===== src/rtl/core/btc_pkg.sv =====
// btc_pkg: shared types and constants for the barometric compensation block.
// Used by btc_front, btc_fifo, btc_back and baro_temp_compensation.
`timescale 1ns / 1ps
`default_nettype none

package btc_pkg;

    // register indexes on the configuration port (byte address = 8 * index)
    localparam logic [1:0] REG_TEMP_CALIB  = 2'd0;
    localparam logic [1:0] REG_PRESS_LOW   = 2'd1;
    localparam logic [1:0] REG_PRESS_MID   = 2'd2;
    localparam logic [1:0] REG_PRESS_HIGH  = 2'd3;

    localparam int ADC_W   = 20;
    localparam int TEMP_W  = 32;
    localparam int PRESS_W = 32;
    localparam int DIV_W   = 31;   // divisor magnitude, at most 2^30
    localparam int NUM_W   = 64;

    // calibration words unpacked from the registers
    typedef struct packed {
        logic        [15:0] t1;
        logic signed [15:0] t2;
        logic signed [15:0] t3;
        logic        [15:0] p1;
        logic signed [15:0] p2;
        logic signed [15:0] p3;
        logic signed [15:0] p4;
        logic signed [15:0] p5;
        logic signed [15:0] p6;
        logic signed [15:0] p7;
        logic signed [15:0] p8;
        logic signed [15:0] p9;
    } calib_t;

    // one word handed from the front end to the divider back end
    typedef struct packed {
        logic [NUM_W-1:0]  un;    // numerator magnitude
        logic [DIV_W-1:0]  ud;    // divisor magnitude (1 when divisor is zero)
        logic              neg;   // quotient sign
        logic              ok;    // divisor nonzero
        logic [TEMP_W-1:0] tc;    // temperature, 0.01 degC
    } div_job_t;

    // one divider stage
    typedef struct packed {
        logic [DIV_W-1:0]  rem;
        logic [NUM_W-1:0]  nq;    // numerator bits out at the top, quotient in at the bottom
        logic [DIV_W-1:0]  ud;
        logic              neg;
        logic              ok;
        logic [TEMP_W-1:0] tc;
    } div_stage_t;

endpackage

`default_nettype wire


===== src/rtl/core/btc_fifo.sv =====
// btc_fifo: short queue of divider jobs between front and back end.
// Depends on btc_pkg.
`timescale 1ns / 1ps
`default_nettype none

module btc_fifo
#(
    parameter int DEPTH = 4
)
(
    input  wire logic              clk,
    input  wire logic              rst_n,
    input  wire logic              push,
    input  wire btc_pkg::div_job_t wr_data,
    output logic                   full,
    input  wire logic              pop,
    output btc_pkg::div_job_t      rd_data,
    output logic                   empty
);

    localparam int PW = (DEPTH > 1) ? $clog2(DEPTH) : 1;
    localparam int CW = $clog2(DEPTH + 1);

    btc_pkg::div_job_t mem_reg [0:DEPTH-1];
    logic [PW-1:0] wr_ptr_reg;
    logic [PW-1:0] rd_ptr_reg;
    logic [CW-1:0] count_reg;

    assign full    = (count_reg == CW'(DEPTH));
    assign empty   = (count_reg == '0);
    assign rd_data = mem_reg[rd_ptr_reg];

    always_ff @(posedge clk or negedge rst_n)
    begin
        if (!rst_n)
        begin
            wr_ptr_reg <= '0;
            rd_ptr_reg <= '0;
            count_reg  <= '0;
        end
        else
        begin
            if (push)
            begin
                wr_ptr_reg <= (wr_ptr_reg == PW'(DEPTH - 1)) ? '0 : wr_ptr_reg + 1'b1;
            end
            if (pop)
            begin
                rd_ptr_reg <= (rd_ptr_reg == PW'(DEPTH - 1)) ? '0 : rd_ptr_reg + 1'b1;
            end
            if (push && !pop)
            begin
                count_reg <= count_reg + 1'b1;
            end
            else if (pop && !push)
            begin
                count_reg <= count_reg - 1'b1;
            end
        end
    end

    always_ff @(posedge clk)
    begin
        if (push)
        begin
            mem_reg[wr_ptr_reg] <= wr_data;
        end
    end

endmodule

`default_nettype wire


===== config.mk =====
export PLATFORM = sky130hd
export DESIGN_NAME = btc_fifo
export DESIGN_NICKNAME = d
export VERILOG_FILES = /design/src/rtl/core/btc_pkg.sv /design/src/rtl/core/btc_fifo.sv
export SDC_FILE = /design/constraint.sdc
export NUM_CORES = 1
export LEC_CHECK = 0
export ABC_CLOCK_PERIOD_IN_PS = 5850
export BUFFER_PORTS_ARGS = -buffer_cell sky130_fd_sc_hd__buf_2
export CAP_MARGIN = 15
export CELL_PAD_IN_SITES_DETAIL_PLACEMENT = 1
export CELL_PAD_IN_SITES_GLOBAL_PLACEMENT = 2
export CORE_ASPECT_RATIO = 1.1
export CORE_MARGIN = 1
export CORE_UTILIZATION = 40
export CTS_CLUSTER_DIAMETER = 50
export CTS_CLUSTER_SIZE = 10
export DETAILED_ROUTE_END_ITERATION = 16
export MAX_ROUTING_LAYER = met4
export PLACE_DENSITY_LB_ADDON = 0.1
export SYNTH_ARGS = -nofsm -noshare
export SYNTH_HDL_FRONTEND = slang
export SYNTH_SLANG_ARGS = --single-unit

===== constraint.sdc =====
create_clock -name clk -period 5.85 [get_ports clk]
set_input_delay 0 -clock clk [delete_from_list [all_inputs] [get_ports clk]]
set_output_delay 0 -clock clk [all_outputs]
set_load 0.05 [all_outputs]

==> reports/results.txt, run 1 <==
dpl ws - 3.30 ns
CP Buf/Inv Count - 2
Pwr Total - 13.2 mW
initial antenna violation count - 3
register bit count reported by yosys - 523
worst skew pair latency - 0.60 ns
wire length per cell - 22.2 um
die width - 210 um
CP startpoint - rd_ptr_reg[0]
min-delay src - wr_data[119]
reg-to-reg setup timing slack - 3.53 ns
Core Area - 0.0468 mm2
row cnt - 83
power density cells - 547 mW/mm2
WHS Path Cells - 2
Max clock buf depth - 3
sequential area share after synthesis - 82.4%
post-cts resize count - 0
Buffers on Ports - 263
RSZ-0062 raised after global routing - false
largest net degree at the start of global routing - 92
CP top delay family - buffers and inverters
period utilization - 51.5%
crit path cell chain - buf_4 -> mux4_2 -> buf_2
crit path time final - 3.01 ns
first-pass GRT wire length - 60400 um
Final Hold Fails - 0
Crit path required time - 5.85 ns
Initial Utilization - 40.6%
Leak Pwr - 8.21 nW
Largest stage delay, worst path - 0.88 ns
Peak VDD IR - 301 uV
Placed Cells incl. Taps - 1589
GR Util All Layers - 17.4%
final setup fails - 0
Via density - 4.92
Final #Nets - 1286
Worst-Margin Slew - 1.02 ns
worst rel slew slack - 32.2%
Endpoint, Worst Hold - mem_reg[0][119]
synth unique cells - 20
CTS sink count - 523
Layout Skew - 0.0144 ns
CP max FO - 35
Syn. warnings - 0
syn nets - 851
cell area after synthesis - 0.0190 mm2
Die Span Y - 231 um
endpoint class of the critical path - output port
CTS Buf Count - 59
Final GP Congestion - 0.698
drt total wl - 40300 um
Final ANT Viol Nets - 0
Most Used Layer, Global Route - met2
met3 Use GR - 4.29%
CTS HTree Levels - 2
CP max stage cell - dfrtp_4
Max-cap violations - 0
Min-Delay Path Class - input port to register
R2R cell count - 4
reg2reg end - mem_reg[2][100]
Slew Limit Fails - 0
reg2reg start - wr_ptr_reg[0]
via count - 8932
clock root buffer - clkbuf_16
share of layout cells above drive strength 1 - 40.1%
CP startpoint kind - register
Worst Path Arrival - 3.01 ns
max frequency - 0.332 GHz
DR iter-0 viols - 359
Largest register FFs - 516
met2 usage - 27.6%
setup tns final - 0 ns
DP Wirelength - 23200 um
Reg clk slew, reported paths - 0.05 ns
status - finished, final reports clean
Syn Inst Count - 711
vias in the first global route - 9729
fin cells - 1817
# DRC - 0
I/O pin cnt - 264
gr ovfl total - 0
CTS tree - built
met1 usage - 22.7%
die area - 0.0484 mm2
setup slack after layout - 2.84 ns
DR pass1 iterations - 4
Mean Syn Cell Area - 26.8 um2
Area Overhead vs Synth - 26.5%
Worst Path Class, Setup - register to output port
## what timing repair did
item                      in CTS  in global routing
buffers inserted               0                  0
hold endpoints to repair     529                  0
hold buffers                 133                  0
## cell families (layout without fill, tap and decap cells)
kind of cell             Yosys count  count (layout)  share of synthesized area (%)
multiplexers                     132             132                           15.4
buffers and inverters             33             499                           1.22
other                              0               3                              0
XOR/XNOR                           3               3                          0.138
flip-flops                       523             523                           82.4
AO/OA/AOI/OAI                      2               2                         0.0526
adder cells (fa/ha/maj)            7               7                          0.500
AND/OR/NAND/NOR                   11              11                          0.296
## worst max-delay path by stage
stage          depth (start not counted)  slack, ns       endpoint
6_report                               3       2.84     rd_data[9]
5_1_grt                                3       2.58    rd_data[70]
4_1_cts                                3       2.65     rd_data[9]
3_5_place_dp                           3       3.30     rd_data[9]
3_3_place_gp                           3       3.30    rd_data[70]
2_1_floorplan                          3       1.76  mem_reg[0][0]
## where the power goes
part	internal, mW	switching, mW
Sequential	4.81	0.295
Clock	1.90	1.34
Combinational	1.46	3.37
Total	8.17	5.01
## layout make-up
type | count | area (um2)
tap | 637 | 797
antenna | 3 | 7.51
sequential | 523 | 15700
clock buffer | 86 | 1600
timing repair buffer | 403 | 2780
fill | 4173 | 22800
clock inverter | 6 | 67.6
multi-input combinational | 155 | 3140
inverter | 4 | 15.0
## Yosys cell counts
| library cell | n | share of area, % |
|---|---|---|
| dfrtp_1 | 7 | 0.92 |
| fa_1 | 1 | 0.11 |
| mux4_2 | 129 | 15 |
| buf_2 | 11 | 0.29 |
| nor3b_1 | 1 | 0.039 |
| o21ai_0 | 2 | 0.053 |
| inv_1 | 4 | 0.079 |
| xor2_1 | 2 | 0.092 |
| ha_1 | 6 | 0.39 |
| nor2_1 | 3 | 0.059 |
| edfxtp_1 | 516 | 81 |
| nor3_1 | 1 | 0.026 |
| and2_1 | 4 | 0.13 |
| buf_6 | 11 | 0.65 |
| mux2_2 | 3 | 0.18 |
| buf_4 | 3 | 0.12 |
| clkbuf_1 | 1 | 0.020 |
| xnor2_1 | 1 | 0.046 |
| nand2_1 | 2 | 0.039 |
| buf_1 | 3 | 0.059 |
## per-layer routing
layer	routed length (um)	up-vias
met4	788	0
li1	-	3946
met3	2200	55
met1	17300	4714
met2	20000	217
met5	0	-
## through the flow
stage | hold slack [ns] | util, % | cell area (um2)
3_5_place_dp | -0.133 | 45.0 | 21100
6_report | 0.153 | 51.4 | 24100
5_1_grt | 0.137 | 51.4 | 24100
4_1_cts | 0.115 | 51.4 | 24100
2_1_floorplan | -0.296 | - | 19000
3_3_place_gp | -0.138 | 45.0 | 21100
## placed cells by master (no fill, tap or decap), types with 2 or more instances in the layout
cell and instances:
o21ai_0 2, buf_12 6, nor2_1 3, dfrtp_4 2, clkinv_1 2, and2_4 4
dfrtp_1 5, mux4_2 129, clkbuf_1 26, clkbuf_16 60, nand2_1 2, ha_1 6
inv_1 4, xor2_1 2, buf_2 263, diode_2 3, mux2_2 3, edfxtp_1 516
dlygate4sd3_1 133
(Power assumes the default switching activity.)
==> inputs of run 2 (changes only) <==
- ABC_CLOCK_PERIOD_IN_PS: 5850 -> 2900
- clock period: 5.85 -> 2.9 ns (I/O delays scaled with it)
==> reports/results.txt, run 2 (synthesis gave the netlist of run 1 again) <==
Max-cap violations - 0 (unchanged)
CP Buf/Inv Count - 2 (unchanged)
CP startpoint kind - register
CP top delay family - flip-flops
min-delay src - wr_data[80]
DR iter-0 viols - 361 (+0.56%)
CTS sink count - 523 (unchanged)
endpoint class of the critical path - output port
DR pass1 iterations - 4 (unchanged)
placed inst area - 0.0213 mm2 (+0.87%)
GR Util All Layers - 17.5% (+0.045 points)
Sw Pwr - 10.2 mW (+100%)
Clock power frac - 25.0% (+0.4 points)
Core Area - 0.0468 mm2 (unchanged)
# DRC - 0 (unchanged)
commonest non-fill, non-tap cell in the layout - edfxtp_1
power density cells - 1110 mW/mm2 (+100%)
via count - 8925 (-0.078%)
final setup fails - 0 (unchanged)
Crit path required time - 2.90 ns (-2.95 ns)
fin util - 51.9% (+0.48 points)
combinational share of power - 37.6% (+0.9 points)
Pwr Total - 26.9 mW (+100%)
drt total wl - 40300 um (+0.16%)
Worst Path Class, Setup - register to output port
Buffers on Ports - 263 (unchanged)
crit path cell chain - buf_12 -> mux4_2 -> buf_2
first-pass GRT wire length - 61200 um (+1.5%)
Initial Utilization - 40.6% (unchanged)
Internal - 16.8 mW (+110%)
Final Hold Fails - 0 (unchanged)
worst skew pair latency - 0.61 ns (about the same)
CTS HTree Levels - 2 (unchanged)
I/O pin cnt - 264 (unchanged)
Layout Skew - 0.0172 ns (+0.00278 ns)
Max clock buf depth - 3 (unchanged)
RSZ-0062 raised after global routing - false
Sw Ratio - 37.8% (-0.25 points)
CP max FO - 37 (+5.7%)
row cnt - 83 (unchanged)
Min-Delay Path Class - input port to register
R2R cell count - 4 (unchanged)
CTS Buf Count - 60 (+1.7%)
initial antenna violation count - 2 (-1)
WL met1 - 17000 um (-1.9%)
max frequency - 0.396 GHz
CP max stage cell - dfrtp_4
Reg clk slew, reported paths - 0.06 ns (about the same)
CTS tree - built
vias in the first global route - 10.1k (+4.0%)
setup tns final - 0 ns (unchanged)
Largest register FFs - 516 (unchanged)
worst rel slew slack - 54.9% (+23 points)
CP startpoint - rd_ptr_reg[0]
uppermost layer routed - met4
Via density - 4.88 (-0.68%)
Final GP Congestion - 0.717 (+2.6%)
reg2reg start - wr_ptr_reg[0]
gr ovfl total - 0 (unchanged)
wire length per cell - 22.1 um (-0.44%)
Slew Limit Fails - 0 (unchanged)
crit path time final - 2.52 ns
most frequent cells in the layout - edfxtp_1, buf_2, dlygate4sd3_1
Area Overhead vs Synth - 27.7%
Final Cell Area - 0.0243 mm2 (+0.93%)
share of layout cells above drive strength 1 - 40.8% (+0.69 points)
Met2 Wirelength - 20300 um (+1.6%)
Die Span Y - 231 um (unchanged)
Final ANT Viol Nets - 0 (unchanged)
register share of total power - 37.3% (-1.4 points)
Worst-Margin Slew - 0.676 ns (-0.341 ns)
status - finished, final reports clean
WHS Path Cells - 2 (unchanged)
die width - 210 um (unchanged)
clock root buffer - clkbuf_16
period utilization - 87.0%
Worst Path Arrival - 2.52 ns (-0.49 ns)
largest net degree at the start of global routing - 66 (-28%)
WL met3 - 2290 um (+4.0%)
Peak VDD IR - 648 uV (+120%)
die area - 0.0484 mm2 (unchanged)
WP depth - 3 (unchanged)
Largest stage delay, worst path - 0.73 ns (-0.15 ns)
DP Wirelength - 23400 um (+0.66%)
Leak Pwr - 8.32 nW (+1.3%)
post-cts resize count - 0 (unchanged)
Final #Nets - 1298 (+0.93%)
run 2: changes by cell type in the layout (fill, tap and decap cells not counted):
cell and delta:
clkinv_1 -1, diode_2 -1, inv_6 +1, buf_4 +3, buf_12 +8, clkbuf_8 +1
clkinv_2 -1, bufinv_16 +1
run 2: cell type report:
| class | instances | area [um2] |
|---|---|---|
| tap | 637 | 797 |
| sequential | 523 | 15700 |
| fill | 4109 | 22500 |
| multi-input combinational | 155 | 3140 |
| inverter | 4 | 15.0 |
| clock inverter | 6 | 97.6 |
| antenna | 2 | 5.00 |
| timing repair buffer | 414 | 2960 |
| clock buffer | 87 | 1610 |
run 2: power groups by stage:
stage / Clock [mW] / Combinational (mW) / Sequential (mW)
6_report: 6.74 / 10.1 / 10.0
5_1_grt: 7.19 / 10.7 / 10.2
4_1_cts: 6.95 / 10.4 / 10.1
3_5_place_dp: 0 / 10.2 / 10.2
3_3_place_gp: 0 / 10.2 / 10.2
2_1_floorplan: 0 / 7.87 / 10.1
run 2: metrics by stage:
stage,setup slack (ns),cells,hold WS [ns]
after detailed placement,0.923,1600,-0.137
after CTS,0.257,1826,0.0980
after floorplan,0.249,711,-0.296
after global routing,0.206,1828,0.127
after global placement,0.934,1600,-0.136
final,0.376,1828,0.142
run 2: repair_timing:
| item | in CTS | in global routing |
|---|---|---|
| hold endpoints to repair | 529 | 0 |
| setup endpoints to repair | 0 | 0 |
| hold buffers | 133 | 0 |
| buffers inserted | 0 | 0 |
run 2: routing by layer:
layer  GRT usage, %  vias up
li1               -     3966
met1           21.7     4675
met2           28.6      219
met3           4.53       65
met4           4.63        0
met5              -        -
run 2: worst paths after layout:
path | slack, ns | endpoint
max | 0.38 | rd_data[12]
min | 0.14 | mem_reg[3][80]
max reg2reg | 0.99 | mem_reg[2][16]
min reg2reg | 0.51 | count_reg[2]
max in group asynchronous | 2.13 | rd_ptr_reg[0]
min in group asynchronous | 0.43 | rd_ptr_reg[1]
==> inputs of run 3 (changes only) <==
- ABC_CLOCK_PERIOD_IN_PS: 2900 -> 2930
- clock period: 2.9 -> 2.93 ns (I/O delays scaled with it)
==> reports/results.txt, run 3 (synthesis gave the netlist of run 1 again) <==
most frequent cells in the layout - edfxtp_1, buf_2, dlygate4sd3_1
RSZ-0062 raised after global routing - false
drt total wl - 40600 um (+0.64%)
worst rel slew slack - 51.1% (-3.8 points)
via count - 9038 (+1.3%)
GR Util All Layers - 17.7% (+0.24 points)
Worst Path Class, Setup - register to output port
Area Overhead vs Synth - 28.2%
multi-input logic area - 0.00314 mm2 (unchanged)
Core Area - 0.0468 mm2 (unchanged)
CTS sink count - 523 (unchanged)
setup repair bufs after CTS - 0 (unchanged)
largest net degree at the start of global routing - 81 (+23%)
DP Wirelength - 23900 um (+2.2%)
Pwr Total - 26.7 mW (-0.66%)
worst skew pair latency - 0.60 ns (about the same)
Initial Utilization - 40.6% (unchanged)
Fillers - 4129 (+0.49%)
Crit path required time - 2.93 ns (+0.03 ns)
first-pass GRT wire length - 62100 um (+1.4%)
commonest non-fill, non-tap cell in the layout - edfxtp_1
Die Span Y - 231 um (unchanged)
Seq. cell area - 0.0157 mm2 (unchanged)
Worst Path Arrival - 2.55 ns (+0.03 ns)
endpoint class of the critical path - output port
final setup fails - 0 (unchanged)
Reg clk slew, reported paths - 0.05 ns (about the same)
max frequency - 0.392 GHz
Final GP Congestion - 0.718 (+0.18%)
Layout Skew - 0.0200 ns (+0.00280 ns)
Slew Limit Fails - 0 (unchanged)
crit path time final - 2.55 ns
gr ovfl total - 0 (unchanged)
DR iter-0 viols - 420 (+16%)
CTS tree - built
Max-cap violations - 0 (unchanged)
Leak Pwr - 8.37 nW (+0.63%)
Min-Delay Path Class - input port to register
wire length per cell - 22.2 um (+0.76%)
die width - 210 um (unchanged)
I/O pin cnt - 264 (unchanged)
die area - 0.0484 mm2 (unchanged)
Buffers on Ports - 263 (unchanged)
Peak VDD IR - 629 uV (-3.0%)
Worst-Margin Slew - 0.734 ns (+0.0576 ns)
status - finished, final reports clean
vias in the first global route - 10.1k (-0.50%)
CP max FO - 27 (-27%)
Final ANT Viol Nets - 0 (unchanged)
fin util - 52.1% (+0.20 points)
share of layout cells above drive strength 1 - 41.7% (+0.86 points)
CTS HTree Levels - 2 (unchanged)
setup tns final - 0 ns (unchanged)
clock root buffer - clkbuf_16
Final Hold Fails - 0 (unchanged)
CTS Buf Count - 60 (unchanged)
final hold slack - 0.145 ns (+0.00291 ns)
dpl ws - 0.923 ns (+0.000269 ns)
period utilization - 87.1%
post-cts resize count - 0 (unchanged)
Largest register FFs - 516 (unchanged)
Max clock buf depth - 3 (unchanged)
setup slack after layout - 0.377 ns (+0.000306 ns)
initial antenna violation count - 3 (+1)
CP startpoint kind - register
row cnt - 83 (unchanged)
# DRC - 0 (unchanged)
Via density - 4.95 (+1.4%)
Final #Nets - 1305 (+0.54%)
DR pass1 iterations - 4 (unchanged)
power density cells - 1100 mW/mm2 (-1.0%)
[run 3: area by class of cell]
type	count	area share [%]
Antenna cell	3	0.0308
Multi-Input combinational cell	155	12.9
Clock buffer	74	6.50
Timing Repair Buffer	421	12.6
Tap cell	637	3.27
Clock inverter	9	0.421
Sequential cell	523	64.3
Inverter	4	0.0615
[run 3: timing repair]
action,4_1_cts,5_1_grt
hold endpoints to repair,531,0
hold buffers,133,0
endpoints found under the setup margin,0,0
[run 3: routing by layer]
layer | GRT usage (%) | share of wire (%)
met5 | - | 0
met1 | 22.5 | 42
met3 | 4.84 | 5.8
met4 | 4.63 | 1.8
met2 | 28.3 | 50
[run 3: path summary, 6_finish.rpt]
| path | startpoint | end | slack [ns] | cells after the start |
|---|---|---|---|---|
| worst min-delay path | wr_data[123] | mem_reg[1][123] | 0.15 | 2 |
| min in group asynchronous | rst_n | count_reg[2] | 0.38 | 3 |
| worst max-delay path | rd_ptr_reg[0] | rd_data[19] | 0.38 | 3 |
| worst max register to register | wr_ptr_reg[0] | mem_reg[0][127] | 1.14 | 4 |
| worst min register to register | count_reg[2] | count_reg[2] | 0.51 | 1 |
| max in group asynchronous | rst_n | rd_ptr_reg[1] | 2.23 | 3 |
[run 3: critical path, stage by stage (launching register included)]
cell	delay [ns]
dfrtp_4	0.84
buf_12	0.30
mux4_2	0.55
buf_2	0.24
[run 3: through the flow]
| stage | cells | cell area, um2 |
|---|---|---|
| after floorplan | 711 | 19000 |
| after global placement | 1607 | 21400 |
| after detailed placement | 1607 | 21400 |
| after CTS | 1823 | 24400 |
| after global routing | 1826 | 24400 |
| final | 1826 | 24400 |
[run 3: power by group]
part	switching (mW)	leakage, nW	internal [mW]
logic	6.86	2.72	3.16
clock network	2.72	0.824	3.91
registers	0.503	4.82	9.59
